File: config.mk
export PLATFORM = sky130hd
export DESIGN_NAME = modbus_rtu_master_framer
export DESIGN_NICKNAME = d
export VERILOG_FILES = /design/src/sv/mbrtu_pkg.sv /design/src/sv/mbrtu_ram.sv /design/src/sv/modbus_rtu_master_framer.sv
export VERILOG_INCLUDE_DIRS = /design/src /design/src/sv
export SDC_FILE = /design/constraint.sdc
export NUM_CORES = 2
export LEC_CHECK = 0
export ABC_AREA = 1
export BUFFER_PORTS_ARGS = -buffer_cell sky130_fd_sc_hd__buf_2
export CORE_ASPECT_RATIO = 1.2
export CORE_UTILIZATION = 30
export CTS_BUF_LIST = sky130_fd_sc_hd__clkbuf_8 sky130_fd_sc_hd__clkbuf_16
export DETAILED_ROUTE_END_ITERATION = 6
export MAX_ROUTING_LAYER = met4
export SLEW_MARGIN = 20
export SYNTH_ARGS = -nofsm -noshare
export SYNTH_HDL_FRONTEND = slang
export SYNTH_HIERARCHICAL = 1
export SYNTH_SLANG_ARGS = --single-unit
File: constraint.sdc
create_clock -name clk -period 4.2 [get_ports clk]
set_input_delay 0 -clock clk [delete_from_list [all_inputs] [get_ports clk]]
set_output_delay 0 -clock clk [all_outputs]
set_load 0.02 [all_outputs]
File: src/sv/assert_macros.svh
// Assertion helpers shared by the RTL. Empty in synthesis builds.
`ifndef ASSERT_MACROS_SVH
`define ASSERT_MACROS_SVH

`ifndef SYNTHESIS

// Same-cycle implication.
`define ASSERT_IMP(lbl, clk, rstn, ante, cons, msg) \
  lbl: assert property (@(posedge clk) disable iff (!rstn) (ante) |-> (cons)) \
    else $error(msg);

// Next-cycle implication.
`define ASSERT_NXT(lbl, clk, rstn, ante, cons, msg) \
  lbl: assert property (@(posedge clk) disable iff (!rstn) (ante) |=> (cons)) \
    else $error(msg);

`else

`define ASSERT_IMP(lbl, clk, rstn, ante, cons, msg)
`define ASSERT_NXT(lbl, clk, rstn, ante, cons, msg)

`endif

`endif

File: src/sv/mbrtu_pkg.sv
`timescale 1ns / 1ps

package mbrtu_pkg;

  localparam int FRAME_MAX = 256;
  localparam int ADDR_W    = $clog2(FRAME_MAX);
  localparam int CNT_W     = $clog2(FRAME_MAX + 1);
  localparam int LEN_W     = 9;

  localparam logic [15:0] CRC_INIT  = 16'hFFFF;
  localparam logic [15:0] CRC_POLY  = 16'hA001;
  localparam logic [15:0] SIL_RESET = 16'd35;

  typedef enum logic [2:0] {
    OP_RX_BYTE  = 3'd0,
    OP_TX_READY = 3'd1,
    OP_TICK     = 3'd2,
    OP_LOAD     = 3'd3,
    OP_SEND     = 3'd4,
    OP_READ     = 3'd5
  } op_t;

  typedef enum logic [1:0] {
    LINK_RX_IDLE = 2'd0,
    LINK_RX_RCV  = 2'd1,
    LINK_TX_XMIT = 2'd2
  } link_state_t;

  typedef enum logic [1:0] {
    POLL_IDLE  = 2'd0,
    POLL_XMIT  = 2'd1,
    POLL_WAIT  = 2'd2,
    POLL_READY = 2'd3
  } poll_state_t;

  // Result word while the buffer read is in flight.
  typedef struct packed {
    logic        tx_valid;
    logic        tx_from_ram;
    logic [7:0]  tx_byte;
    logic        frame_done;
    logic        frame_ok;
    logic [7:0]  slave_addr;
    logic [7:0]  func_code;
    logic [7:0]  payload_len;
    logic        rd_from_ram;
    poll_state_t poll_phase;
    logic        send_refused;
    logic        rx_enabled;
  } res_t;

  // Modbus CRC16 update, reflected, one byte.
  function automatic logic [15:0] crc_add(input logic [15:0] crc, input logic [7:0] b);
    logic [15:0] c;
    c = crc ^ {8'h00, b};
    for (int i = 0; i < 8; i++) begin
      c = c[0] ? ((c >> 1) ^ CRC_POLY) : (c >> 1);
    end
    return c;
  endfunction

endpackage

File: src/sv/mbrtu_ram.sv
`timescale 1ns / 1ps

module mbrtu_ram #(
  parameter int WIDTH = 8,
  parameter int DEPTH = 256
) (
  input  logic                     clk,
  input  logic                     en,
  input  logic                     we,
  input  logic [$clog2(DEPTH)-1:0] addr,
  input  logic [WIDTH-1:0]         wdata,
  output logic [WIDTH-1:0]         rdata
);

  logic [WIDTH-1:0] mem [DEPTH];
  logic [WIDTH-1:0] rdata_r;

  always_ff @(posedge clk) begin
    if (en) begin
      if (we) begin
        mem[addr] <= wdata;
      end else begin
        rdata_r <= mem[addr];
      end
    end
  end

  assign rdata = rdata_r;

endmodule

File: src/sv/modbus_rtu_master_framer.sv
`timescale 1ns / 1ps
// Modbus RTU master link layer: one event word (line byte, transmitter ready, 50 us tick,
// host load, send start, buffer read) in, one result word out. An event is taken every
// cycle while in_stall is low. Its result passes through a result stage and the output
// register, with the registered read of the 256-byte frame buffer RAM in between, so
// the input keeps flowing while a result waits. Bytes 0 and 1 of the buffer are mirrored
// in flops so a frame report and a send start need no RAM access. cfg_ready is always high;
// write silence_ticks only while no event is in flight, which the block does not enforce.
`include "assert_macros.svh"

module modbus_rtu_master_framer (
  input  logic        clk,
  input  logic        rst_n,
  input  logic        cfg_valid,
  output logic        cfg_ready,
  input  logic [15:0] cfg_data,
  input  logic        in_valid,
  output logic        in_stall,
  input  logic [2:0]  in_op,
  input  logic [7:0]  in_data,
  input  logic [7:0]  in_index,
  input  logic [8:0]  in_length,
  output logic        out_valid,
  input  logic        out_stall,
  output logic        out_tx_valid,
  output logic [7:0]  out_tx_byte,
  output logic        out_frame_done,
  output logic        out_frame_ok,
  output logic [7:0]  out_slave_addr,
  output logic [7:0]  out_func_code,
  output logic [7:0]  out_payload_len,
  output logic [7:0]  out_read_data,
  output logic [1:0]  out_poll_phase,
  output logic        out_send_refused,
  output logic        out_rx_enabled
);
  import mbrtu_pkg::*;

  logic [15:0]       silence_ticks_r;
  link_state_t       link_r, link_nxt;
  poll_state_t       poll_r, poll_nxt;
  logic [CNT_W-1:0]  rx_count_r, rx_count_nxt;
  logic [LEN_W-1:0]  tx_pos_r, tx_pos_nxt;
  logic [LEN_W-1:0]  tx_rem_r, tx_rem_nxt;
  logic [15:0]       crc_r, crc_nxt;
  logic [15:0]       sil_cnt_r, sil_cnt_nxt;
  logic              timer_r, timer_nxt;
  logic [7:0]        byte0_r, byte1_r;

  logic              s1_valid_r;
  res_t              s1_r, res_nxt;
  logic              out_valid_r;
  res_t              out_r;
  logic [7:0]        out_tx_byte_r, out_rd_r;

  logic              in_acc, adv_out, adv_s1;
  op_t               op;
  logic              idx_ok, rx_store, tx_more, expire, report;
  logic [15:0]       limit, sil_inc;
  logic [LEN_W-1:0]  send_len;
  logic [CNT_W-1:0]  rx_base;
  logic [15:0]       crc_base;
  logic              ram_en, ram_we;
  logic [ADDR_W-1:0] ram_addr, wr_addr;
  logic [7:0]        ram_q;

  assign cfg_ready = 1'b1;

  always_ff @(posedge clk) begin
    if (!rst_n) begin
      silence_ticks_r <= SIL_RESET;
    end else if (cfg_valid) begin
      silence_ticks_r <= cfg_data;
    end
  end

  // Two-stage flow: result stage then output register.
  assign adv_out  = !out_valid_r || !out_stall;
  assign adv_s1   = !s1_valid_r || adv_out;
  assign in_stall = !adv_s1;
  assign in_acc   = in_valid && adv_s1;

  assign op      = op_t'(in_op);
  assign idx_ok  = ({1'b0, in_index} < 9'(FRAME_MAX));
  assign tx_more = (tx_rem_r != '0);
  assign limit   = (silence_ticks_r == '0) ? 16'd1 : silence_ticks_r;
  assign sil_inc = (sil_cnt_r != 16'hFFFF) ? sil_cnt_r + 16'd1 : sil_cnt_r;
  assign expire  = timer_r && (sil_inc >= limit);
  assign report  = (link_r == LINK_RX_RCV) && (poll_r == POLL_WAIT);

  // A byte in idle starts a fresh frame.
  assign rx_base  = (link_r == LINK_RX_IDLE) ? '0 : rx_count_r;
  assign crc_base = (link_r == LINK_RX_IDLE) ? CRC_INIT : crc_r;
  assign rx_store = (link_r != LINK_TX_XMIT) && (rx_base < CNT_W'(FRAME_MAX));
  assign wr_addr  = (op == OP_LOAD) ? in_index[ADDR_W-1:0] : rx_base[ADDR_W-1:0];

  always_comb begin
    if (in_length == '0) begin
      send_len = LEN_W'(1);
    end else if (in_length > LEN_W'(FRAME_MAX)) begin
      send_len = LEN_W'(FRAME_MAX);
    end else begin
      send_len = in_length;
    end
  end

  // Next state
  always_comb begin
    link_nxt     = link_r;
    poll_nxt     = poll_r;
    rx_count_nxt = rx_count_r;
    tx_pos_nxt   = tx_pos_r;
    tx_rem_nxt   = tx_rem_r;
    crc_nxt      = crc_r;
    sil_cnt_nxt  = sil_cnt_r;
    timer_nxt    = timer_r;
    ram_en       = 1'b0;
    ram_we       = 1'b0;
    ram_addr     = wr_addr;
    case (op)
      OP_RX_BYTE: begin
        if (link_r != LINK_TX_XMIT) begin
          link_nxt     = LINK_RX_RCV;
          rx_count_nxt = rx_base;
          crc_nxt      = crc_base;
          if (rx_store) begin
            rx_count_nxt = rx_base + CNT_W'(1);
            crc_nxt      = crc_add(crc_base, in_data);
            ram_en       = 1'b1;
            ram_we       = 1'b1;
          end
        end
        sil_cnt_nxt = '0;
        timer_nxt   = 1'b1;
      end
      OP_TX_READY: begin
        if (link_r == LINK_TX_XMIT) begin
          if (tx_more) begin
            ram_en     = 1'b1;
            ram_addr   = tx_pos_r[ADDR_W-1:0];
            tx_pos_nxt = tx_pos_r + LEN_W'(1);
            tx_rem_nxt = tx_rem_r - LEN_W'(1);
          end else begin
            link_nxt = LINK_RX_IDLE;
            if (poll_r == POLL_XMIT) begin
              poll_nxt = POLL_WAIT;
            end
          end
        end
      end
      OP_TICK: begin
        if (timer_r) begin
          sil_cnt_nxt = sil_inc;
          if (expire) begin
            if (report) begin
              poll_nxt = POLL_READY;
            end
            timer_nxt   = 1'b0;
            sil_cnt_nxt = '0;
            link_nxt    = LINK_RX_IDLE;
          end
        end
      end
      OP_LOAD: begin
        if (idx_ok) begin
          ram_en = 1'b1;
          ram_we = 1'b1;
        end
      end
      OP_SEND: begin
        if (link_r == LINK_RX_IDLE) begin
          link_nxt   = LINK_TX_XMIT;
          tx_pos_nxt = LEN_W'(1);
          tx_rem_nxt = send_len - LEN_W'(1);
          poll_nxt   = POLL_XMIT;
        end
      end
      OP_READ: begin
        if (idx_ok) begin
          ram_en   = 1'b1;
          ram_addr = in_index[ADDR_W-1:0];
        end
      end
      default: ;
    endcase
  end

  // Result word
  always_comb begin
    res_nxt              = '0;
    res_nxt.poll_phase   = poll_nxt;
    res_nxt.rx_enabled   = (link_nxt != LINK_TX_XMIT);
    case (op)
      OP_TX_READY: begin
        if ((link_r == LINK_TX_XMIT) && tx_more) begin
          res_nxt.tx_valid    = 1'b1;
          res_nxt.tx_from_ram = 1'b1;
        end
      end
      OP_TICK: begin
        if (expire && report) begin
          res_nxt.frame_done = 1'b1;
          if ((rx_count_r >= CNT_W'(3)) && (crc_r == '0)) begin
            res_nxt.frame_ok    = 1'b1;
            res_nxt.slave_addr  = byte0_r;
            res_nxt.func_code   = byte1_r;
            res_nxt.payload_len = (rx_count_r >= CNT_W'(4)) ?
                                  8'(rx_count_r - CNT_W'(4)) : 8'd0;
          end
        end
      end
      OP_SEND: begin
        if (link_r == LINK_RX_IDLE) begin
          res_nxt.tx_valid = 1'b1;
          res_nxt.tx_byte  = byte0_r;
        end else begin
          res_nxt.send_refused = 1'b1;
        end
      end
      OP_READ: begin
        res_nxt.rd_from_ram = idx_ok;
      end
      default: ;
    endcase
  end

  always_ff @(posedge clk) begin
    if (!rst_n) begin
      link_r     <= LINK_RX_IDLE;
      poll_r     <= POLL_IDLE;
      rx_count_r <= '0;
      tx_pos_r   <= '0;
      tx_rem_r   <= '0;
      crc_r      <= CRC_INIT;
      sil_cnt_r  <= '0;
      timer_r    <= 1'b0;
    end else if (in_acc) begin
      link_r     <= link_nxt;
      poll_r     <= poll_nxt;
      rx_count_r <= rx_count_nxt;
      tx_pos_r   <= tx_pos_nxt;
      tx_rem_r   <= tx_rem_nxt;
      crc_r      <= crc_nxt;
      sil_cnt_r  <= sil_cnt_nxt;
      timer_r    <= timer_nxt;
    end
  end

  // Flop copies of buffer bytes 0 and 1.
  always_ff @(posedge clk) begin
    if (in_acc && ram_we) begin
      if (wr_addr == ADDR_W'(0)) begin
        byte0_r <= in_data;
      end
      if (wr_addr == ADDR_W'(1)) begin
        byte1_r <= in_data;
      end
    end
  end

  mbrtu_ram #(
    .WIDTH (8),
    .DEPTH (FRAME_MAX)
  ) u_frame_buf (
    .clk   (clk),
    .en    (in_acc && ram_en),
    .we    (ram_we),
    .addr  (ram_addr),
    .wdata (in_data),
    .rdata (ram_q)
  );

  always_ff @(posedge clk) begin
    if (!rst_n) begin
      s1_valid_r  <= 1'b0;
      out_valid_r <= 1'b0;
    end else begin
      if (adv_s1) begin
        s1_valid_r <= in_valid;
      end
      if (adv_out) begin
        out_valid_r <= s1_valid_r;
      end
    end
  end

  always_ff @(posedge clk) begin
    if (in_acc) begin
      s1_r <= res_nxt;
    end
    if (adv_out && s1_valid_r) begin
      out_r         <= s1_r;
      out_tx_byte_r <= s1_r.tx_from_ram ? ram_q : s1_r.tx_byte;
      out_rd_r      <= s1_r.rd_from_ram ? ram_q : 8'd0;
    end
  end

  assign out_valid        = out_valid_r;
  assign out_tx_valid     = out_r.tx_valid;
  assign out_tx_byte      = out_tx_byte_r;
  assign out_frame_done   = out_r.frame_done;
  assign out_frame_ok     = out_r.frame_ok;
  assign out_slave_addr   = out_r.slave_addr;
  assign out_func_code    = out_r.func_code;
  assign out_payload_len  = out_r.payload_len;
  assign out_read_data    = out_rd_r;
  assign out_poll_phase   = out_r.poll_phase;
  assign out_send_refused = out_r.send_refused;
  assign out_rx_enabled   = out_r.rx_enabled;

  `ASSERT_IMP(a_tx_while_xmit, clk, rst_n, out_valid && out_tx_valid, !out_rx_enabled, "tx word with receiver enabled")
  `ASSERT_IMP(a_ok_needs_done, clk, rst_n, out_valid && out_frame_ok, out_frame_done && (out_poll_phase == POLL_READY), "frame_ok without frame report")
  `ASSERT_IMP(a_rx_count_max, clk, rst_n, 1'b1, rx_count_r <= CNT_W'(FRAME_MAX), "rx count beyond buffer")
  `ASSERT_NXT(a_send_enters_xmit, clk, rst_n, in_acc && (op == OP_SEND) && (link_r == LINK_RX_IDLE), (link_r == LINK_TX_XMIT) && (poll_r == POLL_XMIT), "accepted send did not start transmit")

endmodule
==> summary.txt <==
Busiest grt layer: met2
Met2 GRT Util: 28.0%
Power per Cell Area: 424 mW/mm2
Most frequent cells after synthesis: nand2_1, edfxtp_1, nor2_1
Via density per instance: 4.65
Met3 global-route usage: 1.91%
Initial antenna violation count: 9
DRC Markers: 0
Top_reg_cell synth: edfxtp_1
Ports: 99
Grt total ovfl: 0
Starting Density: 30.2%
Hold crit path type: in2reg
Die height: 614 um
Largest area contributor in the netlist: edfxtp_1
Clk Latency, worst-skew pair: 860 ps
CP endpoint kind: register
Hold depth: 5
Most numerous cell in the Yosys netlist: nand2_1
Worst relative slew slack: 36.8%
Fmax achieved: 0.247 GHz
Netlist cell types: 49
R2r setup slk: 140 ps
Setup WS post-layout: 145 ps
Pre-CTS setup slack: -305 ps
Least-Margin Pin Slew: 946 ps
Largest net degree at the start of global routing: 140
CTS tree: built
Met1 Resource Use GR: 20.2%
Area delta synth->final: 17.4%
EDFF count, synth: 2160
Post-layout min period: 4060 ps
Worst R2R Path Depth: 20
CTS sink count: 2241
Hold path start: in_index[3]
Cell Area, Placed: 0.102 mm2
Arr. time, crit path: 4640 ps
Cts bufs inserted: 213
DR WL/cell: 18.8 um
VDD IR max: 0.307 mV
Most used cell, CP: nand2_1
Cell row count: 224
Final nets: 9579
Clock transition at path regs: 60 ps
CP peak stage delay: 320 ps
Clk root buf: clkbuf_16
Critical Path RT: 4780 ps
Antenna viol nets, final: 0
# fillers: 30545
Vias in the first global route: 61397
FF+latch area: 0.0665 mm2
First-pass iteration count of the detailed router: 7
H-tree Lvls: 4
CTS Buffer Depth: 4
Worst setup endpoint: u_frame_buf/rdata[4]
Slew Limit Fails: 0
Total core area: 0.311 mm2
Routed wire length: 258000 um
Final setup fails: 0
Crit path depth: 20
Initial drt markers: 5758
Largest cells by area after synthesis: edfxtp_1, nand2_1, nor2_1
Register area share after synthesis: 70.9%
Maximum Capacitance Violations: 0
Placed instance count: 13243
Ordered list of cells on the worst path: buf_4, nor2_2, o21ai_0, o21ai_0, o221ai_4, inv_8, nor2_4, buf_12, buf_4, nand2_1, nand4_1, nand2_1, nand2_1, o21ai_1, nand2_1, nor2_2, nor2_1, nor2_2, buf_4, nand2_1
Layout cells sized above 1: 10.3%
Hold slack: 68.4 ps
Setup CP Type: reg2reg
DP HPWL: 156000 um
Chip width: 512 um
Die area: 0.315 mm2
Layout Skew: 63.2 ps
Post-synthesis area per instance: 10.4 um2
Yosys reg bits: 2241
Pwr Total: 46700 uW
Yosys warns: 6
Kind of cell adding the most delay to the critical path: simple AND/OR/NAND/NOR gates
Leakage power: 0.0436 uW
Status: finished clean
Vias: 63908
Crit path max fanout: 43
Total GRT Usage: 16.5%
Final instance area: 0.110 mm2
Placer Congestion: 0.863
Top-area cell type share of the netlist area: 69.2%
Finished Layout Cells: 13746
Final Hold Fails: 0
Slowest-stage cell, CP: dfxtp_1
Crit share post-route: 96.5%
Crit path buf inv count: 5
Critical Path Start Type: register
Multi-input logic area: 0.0248 mm2
Post-Synthesis Cells: 8994
I/O Buffers: 97
Worst r2r src: link_r[1]
First-pass GRT wire length: 386000 um
Net Count, Synth: 9066
Post-Syn Area: 0.0938 mm2
Crit path launch: link_r[1]
Reg2reg end: u_frame_buf/rdata[4]
Asr flop ratio synth: 0%
[flip-flops by register name, indices dropped and copies added, names as in the netlist, 2 cells and up]
signal	flops
u_frame_buf/mem	2048
u_frame_buf/rdata	8
out_read_data	8
rx_count_r	9
out_poll_phase	2
sil_cnt_r	16
crc_r	16
out_slave_addr	8
out_tx_byte	8
silence_ticks_r	16
link_r	2
tx_pos_r	8
out_func_code	8
byte0_r	8
out_payload_len	8
tx_rem_r	9
poll_r	2
byte1_r	8
s1_r	41
[logic make-up (layout without fill, tap and decap cells)]
kind of cell / count (synthesis) / in the layout / synth area share [%]
buf+inv: 607 / 1285 / 2.84
compound gates: 309 / 309 / 1.75
flops: 2241 / 2241 / 70.9
other cells: 1 / 7 / 0.00400
simple gates: 5777 / 5777 / 23.8
xor+xnor: 28 / 28 / 0.262
mux: 8 / 8 / 0.0961
fa+ha+maj: 23 / 23 / 0.307
[metal layers]
layer  wire length, um  up-vias
met1            106000    30815
li1                  -    30735
met5                 0        -
met2            129000     1917
met4              9080        0
met3             14700      441
[cell usage in the layout (no fill, tap or decap), types with 8 or more instances in the layout]
cell / count
nor4_1: 10
dlygate4sd3_1: 112
buf_2: 89
xnor2_1: 9
o211ai_1: 9
bufinv_16: 14
nor2_2: 10
dfxtp_1: 80
nand3_1: 291
clkinv_1: 39
inv_2: 14
nand4_1: 55
buf_4: 473
buf_8: 8
mux2_2: 8
buf_12: 67
clkinv_2: 42
edfxtp_1: 2160
xor2_1: 19
nor2_1: 434
nand3_2: 8
nor3_1: 17
ha_1: 23
a21oi_1: 80
inv_1: 191
clkbuf_16: 216
nand2_1: 4927
o21ai_1: 131
o21ai_0: 57
[area by class of cell]
cell class                 instances  area share (%)
inverter                         155           0.551
multi-input combinational       6146            22.5
clock inverter                   164            1.02
clock buffer                     216            4.91
antenna                            6          0.0136
sequential                      2241            60.4
timing repair buffer             750            5.99
tap                             4068            4.62
[report_power, final]
| group | internal (uW) | switching, uW |
|---|---|---|
| clock | 10100 | 8290 |
| sequential | 24600 | 45.4 |
| combinational | 1040 | 2640 |
[worst reg2reg max path, stage by stage, from the launching register on]
cell,delay [ps]
dfxtp_1,320
buf_4,150
nor2_2,280
o21ai_0,170
o21ai_0,210
o221ai_4,280
inv_8,300
nor2_4,140
buf_12,200
buf_4,230
nand2_1,50
nand4_1,80
nand2_1,70
nand2_1,90
o21ai_1,260
nand2_1,190
nor2_2,220
nor2_1,140
nor2_2,160
buf_4,160
nand2_1,60
[metrics by stage]
stage | setup TNS [ps] | util (%)
finish | 0 | 35.5
global placement | -777 | 33.0
detailed placement | -766 | 33.0
floorplan | 0 | -
global route | -7.40 | 35.5
CTS | -14.4 | 35.4
[timing repair]
| action | CTS | global route |
|---|---|---|
| hold endpoints to repair | 1292 | 0 |
| setup buffers | 1 | 4 |
| hold buffers | 112 | 0 |
| endpoints found under the setup margin | 7 | 8 |
| gates resized for setup | 7 | 10 |
| pin swaps | 1 | 2 |
[how the worst min path moves through the flow]
| stage | end |
|---|---|
| after CTS | byte1_r[6] |
| after floorplan | byte0_r[0] |
| final | byte1_r[6] |
| after global routing | byte1_r[6] |
| after global placement | silence_ticks_r[0] |
| after detailed placement | silence_ticks_r[0] |
(Power assumes the default switching activity.)
